## config.mk

```make
export PLATFORM = sky130hd
export DESIGN_NAME = http_proxy_request_classifier
export DESIGN_NICKNAME = d
export VERILOG_FILES = /design/src/hdl/hppc_pkg.sv /design/src/hdl/hppc_cell.sv /design/src/hdl/http_proxy_request_classifier.sv
export VERILOG_INCLUDE_DIRS = /design/src /design/src/hdl
export SDC_FILE = /design/constraint.sdc
export NUM_CORES = 1
export LEC_CHECK = 0
export BUFFER_PORTS_ARGS = -buffer_cell sky130_fd_sc_hd__buf_2
export CAP_MARGIN = 10
export CORE_ASPECT_RATIO = 1.5
export CORE_MARGIN = 4
export CORE_UTILIZATION = 50
export DETAILED_ROUTE_END_ITERATION = 16
export GPL_ROUTABILITY_DRIVEN = 0
export PLACE_DENSITY = 0.78
export SLEW_MARGIN = 20
export SYNTH_ARGS = -nofsm -noshare
export SYNTH_HDL_FRONTEND = slang
export SYNTH_SLANG_ARGS = --single-unit
```

## constraint.sdc

```tcl
create_clock -name clk -period 3.7 [get_ports clk]
set_clock_uncertainty 0.2 [all_clocks]
set_input_delay 0.37 -clock clk [delete_from_list [all_inputs] [get_ports clk]]
set_output_delay 0.37 -clock clk [all_outputs]
set_load 0.1 [all_outputs]
```

## src/hdl/http_proxy_request_classifier_macros.svh

```systemverilog
// ----------------------------------------------------------------------------
// http_proxy_request_classifier_macros
// assertion macros shared by the classifier rtl
// ----------------------------------------------------------------------------
`ifndef HTTP_PROXY_REQUEST_CLASSIFIER_MACROS_SVH
`define HTTP_PROXY_REQUEST_CLASSIFIER_MACROS_SVH

// pre holds at one edge, post holds at the next
`define HPPC_ASSERT_NEXT(lbl, pre, post, msg) \
  lbl: assert property (@(posedge clk) disable iff (!rst_n) (pre) |=> (post)) \
    else $error(msg);

// expr holds at every edge out of reset
`define HPPC_ASSERT_ALWAYS(lbl, expr, msg) \
  lbl: assert property (@(posedge clk) disable iff (!rst_n) (expr)) \
    else $error(msg);

`endif

```

## src/hdl/hppc_pkg.sv

```systemverilog
// ----------------------------------------------------------------------------
// hppc_pkg
// types, constants and method tables for the http proxy request classifier
// ----------------------------------------------------------------------------
package hppc_pkg;

  typedef struct packed {
    logic [7:0] data_byte;
    logic       last_byte;
  } in_item_t;

  typedef struct packed {
    logic [1:0] verdict;
    logic [2:0] method_index;
  } out_item_t;

  localparam int NUM_METHODS = 5;
  localparam int VER_CELLS   = 7;

  localparam logic [2:0] NO_METHOD = 3'd5;
  localparam logic [3:0] POS_SAT   = 4'd9;

  localparam logic [1:0] VERDICT_NONE    = 2'd0;
  localparam logic [1:0] VERDICT_ORIGIN  = 2'd1;
  localparam logic [1:0] VERDICT_NO_VER  = 2'd2;
  localparam logic [1:0] VERDICT_WITH_VER = 2'd3;

  localparam logic [7:0] SLASH_CHAR = 8'h2F;

  // "HTTP/1." with the newest byte lowest, final digit checked apart
  localparam logic [VER_CELLS*8-1:0] VER_PREFIX = 56'h485454502F312E;
  localparam logic [7:0] VER_DIGIT_0 = 8'h30;
  localparam logic [7:0] VER_DIGIT_1 = 8'h31;

  function automatic logic [3:0] method_len(input logic [2:0] idx);
    logic [3:0] len;
    case (idx)
      3'd0:    len = 4'd3;
      3'd1:    len = 4'd3;
      3'd2:    len = 4'd4;
      3'd3:    len = 4'd6;
      3'd4:    len = 4'd7;
      default: len = 4'd0;
    endcase
    return len;
  endfunction

  function automatic logic [7:0] method_char(input logic [2:0] idx, input logic [2:0] pos);
    logic [55:0] txt;
    case (idx)
      3'd0:    txt = {"GET", 32'h0};
      3'd1:    txt = {"PUT", 32'h0};
      3'd2:    txt = {"POST", 24'h0};
      3'd3:    txt = {"DELETE", 8'h0};
      3'd4:    txt = "CONNECT";
      default: txt = 56'h0;
    endcase
    return txt[55 - 8*pos -: 8];
  endfunction

endpackage

```

## src/hdl/hppc_cell.sv

```systemverilog
// ----------------------------------------------------------------------------
// hppc_cell
// one byte of the version window, shifts to its neighbor and compares
// ----------------------------------------------------------------------------
module hppc_cell (
  input  logic       clk,
  input  logic       rst_n,
  input  logic       shift_en,
  input  logic       clear,
  input  logic [7:0] byte_in,
  input  logic [7:0] match_byte,
  output logic [7:0] byte_out,
  output logic       hit
);

  logic [7:0] byte_r;

  always_ff @(posedge clk) begin
    if (!rst_n || clear) begin
      byte_r <= 8'h00;
    end else if (shift_en) begin
      byte_r <= byte_in;
    end
  end

  assign byte_out = byte_r;
  assign hit      = (byte_r == match_byte);

endmodule

```

## src/hdl/http_proxy_request_classifier.sv

```systemverilog
// ----------------------------------------------------------------------------
// http_proxy_request_classifier
// classifies a tcp payload as an http request by method and target form
// output: the result of a payload is registered and appears in the cycle after its last byte is taken
// throughput: one byte per cycle while out_valid is low or out_ready is high; the method compare
// is combinational and the version window has seven cells
// reset: synchronous active-low rst_n clears position, method and window state
// ----------------------------------------------------------------------------
`include "http_proxy_request_classifier_macros.svh"

module http_proxy_request_classifier (
  input  logic                clk,
  input  logic                rst_n,
  input  logic                in_valid,
  output logic                in_ready,
  input  hppc_pkg::in_item_t  in_item,
  output logic                out_valid,
  input  logic                out_ready,
  output hppc_pkg::out_item_t out_item
);

  import hppc_pkg::*;

  logic [3:0]             pos_r;
  logic [NUM_METHODS-1:0] alive_r;
  logic                   slash_r;
  logic                   ver_found_r;
  logic                   out_valid_r;
  out_item_t              out_item_r;

  logic [3:0]             pos_nxt;
  logic [NUM_METHODS-1:0] alive_nxt;
  logic                   slash_nxt;
  logic                   ver_nxt;
  out_item_t              res_nxt;

  logic                   in_fire;
  logic                   shift_en;
  logic                   clear;
  logic [VER_CELLS:0][7:0] chain;
  logic [VER_CELLS-1:0]   cell_hit;
  logic                   found;

  assign in_ready = !out_valid_r || out_ready;
  assign in_fire  = in_valid && in_ready;
  assign shift_en = in_fire && !in_item.last_byte;
  assign clear    = in_fire && in_item.last_byte;
  assign chain[0] = in_item.data_byte;

  for (genvar g = 0; g < VER_CELLS; g++) begin : g_cell
    hppc_cell u_cell (
      .clk        (clk),
      .rst_n      (rst_n),
      .shift_en   (shift_en),
      .clear      (clear),
      .byte_in    (chain[g]),
      .match_byte (VER_PREFIX[8*g +: 8]),
      .byte_out   (chain[g+1]),
      .hit        (cell_hit[g])
    );
  end

  always_comb begin
    alive_nxt = alive_r;
    slash_nxt = slash_r;
    pos_nxt   = POS_SAT;
    if (pos_r < POS_SAT) begin
      pos_nxt = pos_r + 4'd1;
      for (int i = 0; i < NUM_METHODS; i++) begin
        if (alive_r[i]) begin
          if (pos_r < method_len(3'(i))) begin
            if (in_item.data_byte != method_char(3'(i), pos_r[2:0])) begin
              alive_nxt[i] = 1'b0;
            end
          end else if (pos_r == method_len(3'(i)) + 4'd1 &&
                       in_item.data_byte == SLASH_CHAR) begin
            slash_nxt = 1'b1;
          end
        end
      end
    end
    ver_nxt = ver_found_r || (&cell_hit && (in_item.data_byte == VER_DIGIT_0 ||
                                            in_item.data_byte == VER_DIGIT_1));
  end

  always_comb begin
    found                = 1'b0;
    res_nxt.verdict      = VERDICT_NONE;
    res_nxt.method_index = NO_METHOD;
    for (int i = 0; i < NUM_METHODS; i++) begin
      if (!found && alive_nxt[i] && pos_nxt >= method_len(3'(i)) + 4'd2) begin
        found                = 1'b1;
        res_nxt.method_index = 3'(i);
        res_nxt.verdict      = slash_nxt ? VERDICT_ORIGIN :
                               (ver_nxt ? VERDICT_WITH_VER : VERDICT_NO_VER);
      end
    end
  end

  always_ff @(posedge clk) begin
    if (!rst_n) begin
      pos_r       <= 4'd0;
      alive_r     <= '1;
      slash_r     <= 1'b0;
      ver_found_r <= 1'b0;
    end else if (clear) begin
      pos_r       <= 4'd0;
      alive_r     <= '1;
      slash_r     <= 1'b0;
      ver_found_r <= 1'b0;
    end else if (shift_en) begin
      pos_r       <= pos_nxt;
      alive_r     <= alive_nxt;
      slash_r     <= slash_nxt;
      ver_found_r <= ver_nxt;
    end
  end

  always_ff @(posedge clk) begin
    if (!rst_n) begin
      out_valid_r <= 1'b0;
    end else if (clear) begin
      out_valid_r <= 1'b1;
    end else if (out_ready) begin
      out_valid_r <= 1'b0;
    end
  end

  always_ff @(posedge clk) begin
    if (clear) begin
      out_item_r <= res_nxt;
    end
  end

  assign out_valid = out_valid_r;
  assign out_item  = out_item_r;

  `HPPC_ASSERT_ALWAYS(a_pos_range, pos_r <= POS_SAT, "byte position past saturation")
  `HPPC_ASSERT_ALWAYS(a_none_pairs,
    !out_valid_r || ((out_item_r.verdict == VERDICT_NONE) ==
                     (out_item_r.method_index == NO_METHOD)),
    "verdict and method index disagree")
  `HPPC_ASSERT_NEXT(a_clear_state, clear,
    pos_r == 4'd0 && alive_r == '1 && !slash_r && !ver_found_r && out_valid_r,
    "state not cleared after last item")
  `HPPC_ASSERT_NEXT(a_pos_step, shift_en && pos_r < POS_SAT,
    pos_r == $past(pos_r) + 4'd1, "byte position did not advance")
  `HPPC_ASSERT_ALWAYS(a_ready_empty, out_valid_r || in_ready,
    "input stalled with empty output register")

endmodule

```

Word-level counts from Yosys, hierarchy flattened
Cells that the tools add are included.

Add/sub/neg operators: 7. Order comparisons: 10. Equality and inequality tests: 20. Shift-type cells: 5. Mux-type cells: 87. Bitwise gates (word level): 1. Reductions and logical operators: 32.

Operators with widths (count): two-way mux 56 bit (15); variable part select 63 x 33 -> 8 bit (5); two-way mux 4 bit (26); equality test 8 x 6 -> 1 bit (second input constant) (6); inequality test 8 bit (5); two-way mux 1 bit (39); equality test 8 x 7 -> 1 bit (second input constant) (4); two-way mux 5 bit (6); adder 4 x 1 -> 4 bit (second input constant) (6); equality test 4 bit (5); < comparator 4 bit (5); logical AND 1 bit (18); >= comparator 4 x 3 -> 1 bit (second input constant) (2); >= comparator 4 bit (second input constant) (2); logical NOT 1 bit (7); AND reduction 7 bit (1); subtractor 6 x 6 -> 7 bit (first input constant) (1); logical OR 1 bit (4); < comparator 4 bit (second input constant) (1); two-way mux 2 bit (1); nonzero test 2 bit (1); OR reduction 2 bit (1); NOT 1 bit (1).

Register bits: 73. Output and inout bits: 7.

Longest topological paths before layout
Word-level depth: 32. Gate-level depth with buffers: 11. Depth with buffers taken out: 9.

Hierarchy
A second synthesis with hierarchy kept.

Cells, all modules: 498. Area total of the unflattened synthesis: 4346.7 sq um.

By module, submodules not included: hppc_cell (instances 7, cells each 38, area each 379.1 sq um); http_proxy_request_classifier (instances 1, cells each 232, area each 1692.9 sq um).

Worst setup path after synthesis
No wires, ideal clock.

Path type: reg2reg. From: reg out_valid_r (netlist: out_valid). To: reg alive_r[3]. Library setup time: 0.114 ns. Arrival: 2.913 ns. Data required time: 3.386 ns. Path slack: 0.473 ns. Cell stages (with the launch flop): 8. Clock period less this slack: 3.227 ns. Cells stage by stage: dfxtp_1 -> nand2b_1 -> and2_1 -> clkbuf_1 -> clkbuf_1 -> nand2_1 -> nand2_1 -> a21o_1.

Word-level cells in the longest chain between the ends: 5.

Ends and longest elaborated chain: from (decl) (line http_proxy_request_classifier.sv:28) `logic out_valid_r;`; from (signal assigned) (line http_proxy_request_classifier.sv:121) `out_valid_r <= 1'b0;`; from (signal assigned) (line http_proxy_request_classifier.sv:123) `out_valid_r <= 1'b1;`; from (signal assigned) (line http_proxy_request_classifier.sv:125) `out_valid_r <= 1'b0;`; logical NOT 1 bit (*) (line http_proxy_request_classifier.sv:44) `assign in_ready = !out_valid_r || out_ready;`; logical OR 1 bit (*) (line http_proxy_request_classifier.sv:44); named net in_ready (line http_proxy_request_classifier.sv:15) `output logic in_ready,`; logical AND 1 bit (*) (line http_proxy_request_classifier.sv:45) `assign in_fire = in_valid && in_ready;`; logical AND 1 bit (line http_proxy_request_classifier.sv:47) `assign clear = in_fire && in_item.last_byte;`; OR reduction 2 bit (no source line); to (signal assigned) (line http_proxy_request_classifier.sv:113) `alive_r <= alive_nxt;`; to (decl) (line http_proxy_request_classifier.sv:25) `logic [NUM_METHODS-1:0] alive_r;`.

The timed path passes the listed nets; every way through them passes the cells marked *. A chain may end at the register's enable or synchronous reset.

Worst setup path in the final report
From: reg pos_r[0]. To: reg out_item_r, in the netlist out_item[0], data pin.

Word-level cells in the longest chain between the ends: 24.

Ends and longest elaborated chain: from (decl) (line http_proxy_request_classifier.sv:24) `logic [3:0] pos_r;`; from (signal assigned) (line http_proxy_request_classifier.sv:112) `pos_r <= pos_nxt;`; subtractor 6 x 6 -> 7 bit (line hppc_pkg.sv:58) `return txt[55 - 8*pos -: 8];`; variable part select 63 x 33 -> 8 bit (line hppc_pkg.sv:58); inequality test 8 bit (line http_proxy_request_classifier.sv:72) `if (in_item.data_byte != method_char(3'(i), pos_r[2:0])) begin`; two-way mux 1 bit (line http_proxy_request_classifier.sv:72); two-way mux 1 bit (line http_proxy_request_classifier.sv:71) `if (pos_r < method_len(3'(i))) begin`; two-way mux 1 bit (line http_proxy_request_classifier.sv:70) `if (alive_r[i]) begin`; two-way mux 5 bit (line http_proxy_request_classifier.sv:67) `if (pos_r < POS_SAT) begin`; logical AND 1 bit (line http_proxy_request_classifier.sv:91) `if (!found && alive_nxt[i] && pos_nxt >= method_len(3'(i)) + 4'd2) begin`; [... 5 more ...]; logical NOT 1 bit (line http_proxy_request_classifier.sv:91); logical AND 1 bit (2 in series) (line http_proxy_request_classifier.sv:91); two-way mux 1 bit (line http_proxy_request_classifier.sv:91); logical NOT 1 bit (line http_proxy_request_classifier.sv:91); logical AND 1 bit (2 in series) (line http_proxy_request_classifier.sv:91); two-way mux 1 bit (line http_proxy_request_classifier.sv:91); logical NOT 1 bit (line http_proxy_request_classifier.sv:91); logical AND 1 bit (2 in series) (line http_proxy_request_classifier.sv:91); to (signal assigned) (line http_proxy_request_classifier.sv:131) `out_item_r <= res_nxt;`; to (decl) (line http_proxy_request_classifier.sv:29) `out_item_t out_item_r;`.

Parallel ways exist; a longest one is shown, timed or not.

==> metrics.txt <==
vias post-DR 3,550; DR vias/cell 6.02; Avg WL per Cell 17.0 um; Setup TNS Final 0 ns; DRT iter0 DRCs 254; nature of the critical path endpoint flip-flop; Pleak 0.00149 uW; Initial Util 51.0%; peak per-stage delay on the critical path 0.47 ns; CP Max Fanout 24; root buffer cell clkbuf_16; Mapped Area 0.00408 mm^2; pin count of the biggest net entering global routing 64; Slew HR 40.7%; I/O Buffers 19; grt total ovfl 0; total power 2000 uW; register area 0.00151 mm^2; global-route wire length before repair 16,600 um; count of cell types in the netlist 66; drt pass-1 iters 5; Worst Path Required 3.59 ns; final core utilization 56.7%; area growth from synthesis to layout 11.1%; DIE WIDTH 81.8 um; Layout Nets 496; fmax 325 MHz; worst slew pin tran 0.890 ns; syn avg cell area 8.42 um^2; CP Class reg2reg; Top Family by Delay on Critical Path compound AO/OA/AOI/OAI gates; Setup Viol. Count Final 0; CTS Buf Count 9; PD cells 440 mW/mm^2; worst hold slack 0.168 ns; CP Cell Sequence buf_4 > ha_1 > buf_4 > or2_1 > a32oi_1 > a2111oi_0 > o311ai_1 > a21o_1 > o211a_1; CP startpoint kind flip-flop; share of cells above drive strength 1 12.0%; antenna cell count 0; area occupied by multi-input gates 0.00238 mm^2; clock buffer depth 2; most used cell, CP buf_4; Antenna Violating Nets Remaining 0; R2R setup slack 0.62 ns; Final Slew Violations 0; type of the worst min-delay path in2reg; Ports 20; CP max-delay cell a2111oi_0; DRC Markers 0; Syn Nets 501; Post-synth EDFFs 5; Async SR Flop Fraction 0%; status complete, no violations; final WL 10,000 um; minimum clock period 3.08 ns; final hold viol count 0; Synth Register Bits 73; CTS tree built; Core Footprint 0.00801 mm^2; post-CTS sizing 0; initial antenna violation count 0; dpl hpwl 6680 um; maxcap violations 0; GR Util All Layers 22.0%; Worst VDD drop 285 uV; period utilisation layout 83.2%; cell count after synthesis 485; Most used DFF post-synth dfxtp_1; unrepaired setup endpoints after global routing no; Die Y 119 um; clk slew on worst S/H paths 0.06 ns; Filler cells 732; clock sinks 73; CTS Hold Bufs 0; cell row count 40; Crit path arrival time 2.97 ns; setup bufs post-CTS 0; CTS H-tree depth 3; die footprint 0.00971 mm^2; Critical path buffers and inverters 2; vias in the first global route 3,415; Clock Latency Late Sink 0.33 ns; post-synthesis sequential area ratio 37.0%; Synthesis Warnings 0
==> final cells by class <==
class,instances,share of cell area [%]
inverter,7,0.579
clock inverter,7,2.62
sequential,73,33.3
tap,105,2.90
multi-input combinational,363,52.4
timing repair buffer,26,3.25
clock buffer,9,4.96
==> cells in the mapped netlist, drive strengths merged (6+ instances only) <==
master / n / area [um^2]
o21ai: 13 / 65.1
nand3b: 56 / 420
a21oi: 13 / 65.1
a21boi: 58 / 435
nand2b: 7 / 43.8
dfxtp: 68 / 1360
nor2: 19 / 71.3
nand2: 71 / 267
nand3: 6 / 30.0
nand4: 7 / 50.1
nor2b: 11 / 71.3
xor2: 6 / 52.6
inv: 7 / 26.3
clkbuf: 32 / 120
and2: 6 / 37.5
buf: 10 / 53.8
nor3: 7 / 35.0
nor4: 7 / 43.8
a21o: 8 / 60.1
==> layer usage <==
| layer | global-route usage, % | vias up | wire [um] |
|---|---|---|---|
| met1 | 25.3 | 1655 | 4010 |
| met5 | 0 | - | 0 |
| met3 | 4.34 | 48 | 422 |
| met4 | 13.5 | 0 | 563 |
| li1 | - | 1729 | - |
| met2 | 36.2 | 118 | 5040 |
==> worst paths after layout <==
kind / start / to / depth (start not counted)
hold reg to reg: g_cell[6].u_cell.byte_out[3] / g_cell[6].u_cell.byte_out[3] / 2
setup / recovery: pos_r[0] / out_item[0] / 9
setup reg to reg: pos_r[0] / out_item[0] / 9
hold / removal: in_item[6] / g_cell[0].u_cell.byte_out[5] / 3
==> placed cells by master, fill, tap and decap left out, types with 3 or more instances in the layout <==
cell type  count
xor2_1         6
clkbuf_16      9
nor3_1         7
bufinv_16      3
nor2b_1       10
a21boi_0      56
a21o_1         8
o21ai_1        3
nand2b_1       7
nand3b_1      56
a21oi_1       13
ha_1           3
xnor2_1        4
nor2_1        19
nor4bb_1       4
a22oi_1        3
a2111oi_0      3
nand4b_1       4
dfxtp_1       68
nand2_1       70
inv_1          7
buf_4          7
and2_1         5
o21ai_0       10
edfxtp_1       5
nand4_1        6
nand3_1        6
nor4_1         7
a32oi_1        5
buf_2         19
==> stage by stage <==
step / setup slack, ns / instances / cell area, um^2
finish: 0.621 / 590 / 4540
global route: 0.422 / 590 / 4540
global placement: 0.771 / 574 / 4190
detailed placement: 0.664 / 574 / 4190
floorplan: 0.473 / 485 / 4080
CTS: 0.660 / 590 / 4540
==> where the power goes <==
| part | switching, uW | total [uW] | internal [uW] |
|---|---|---|---|
| clock | 334 | 992 | 658 |
| combinational | 126 | 188 | 62.4 |
| sequential | 8.89 | 815 | 806 |
==> sequential cells by signal, indices dropped and copies added, names as in the netlist <==
name	count
g_cell.u_cell.byte_out	56
alive_r	5
out_item	5
pos_r	4
out_valid	1
slash_r	1
ver_found_r	1
==> cells by family after synthesis <==
family | share of synthesized area, %
AO/OA/AOI/OAI | 23.1
XOR/XNOR | 2.14
adder cells (fa/ha/maj) | 0.919
buffers and inverters | 4.90
flip-flops | 37.0
multiplexers | 0.797
AND/OR/NAND/NOR | 31.2
==> tightest hold or removal path, delay by kind of cell <==
family          cells  cell delay, ns
compound gates      1            0.07
buf+inv             1            0.13
simple gates        1            0.08
No activity file was read; power rests on OpenSTA's default activity.
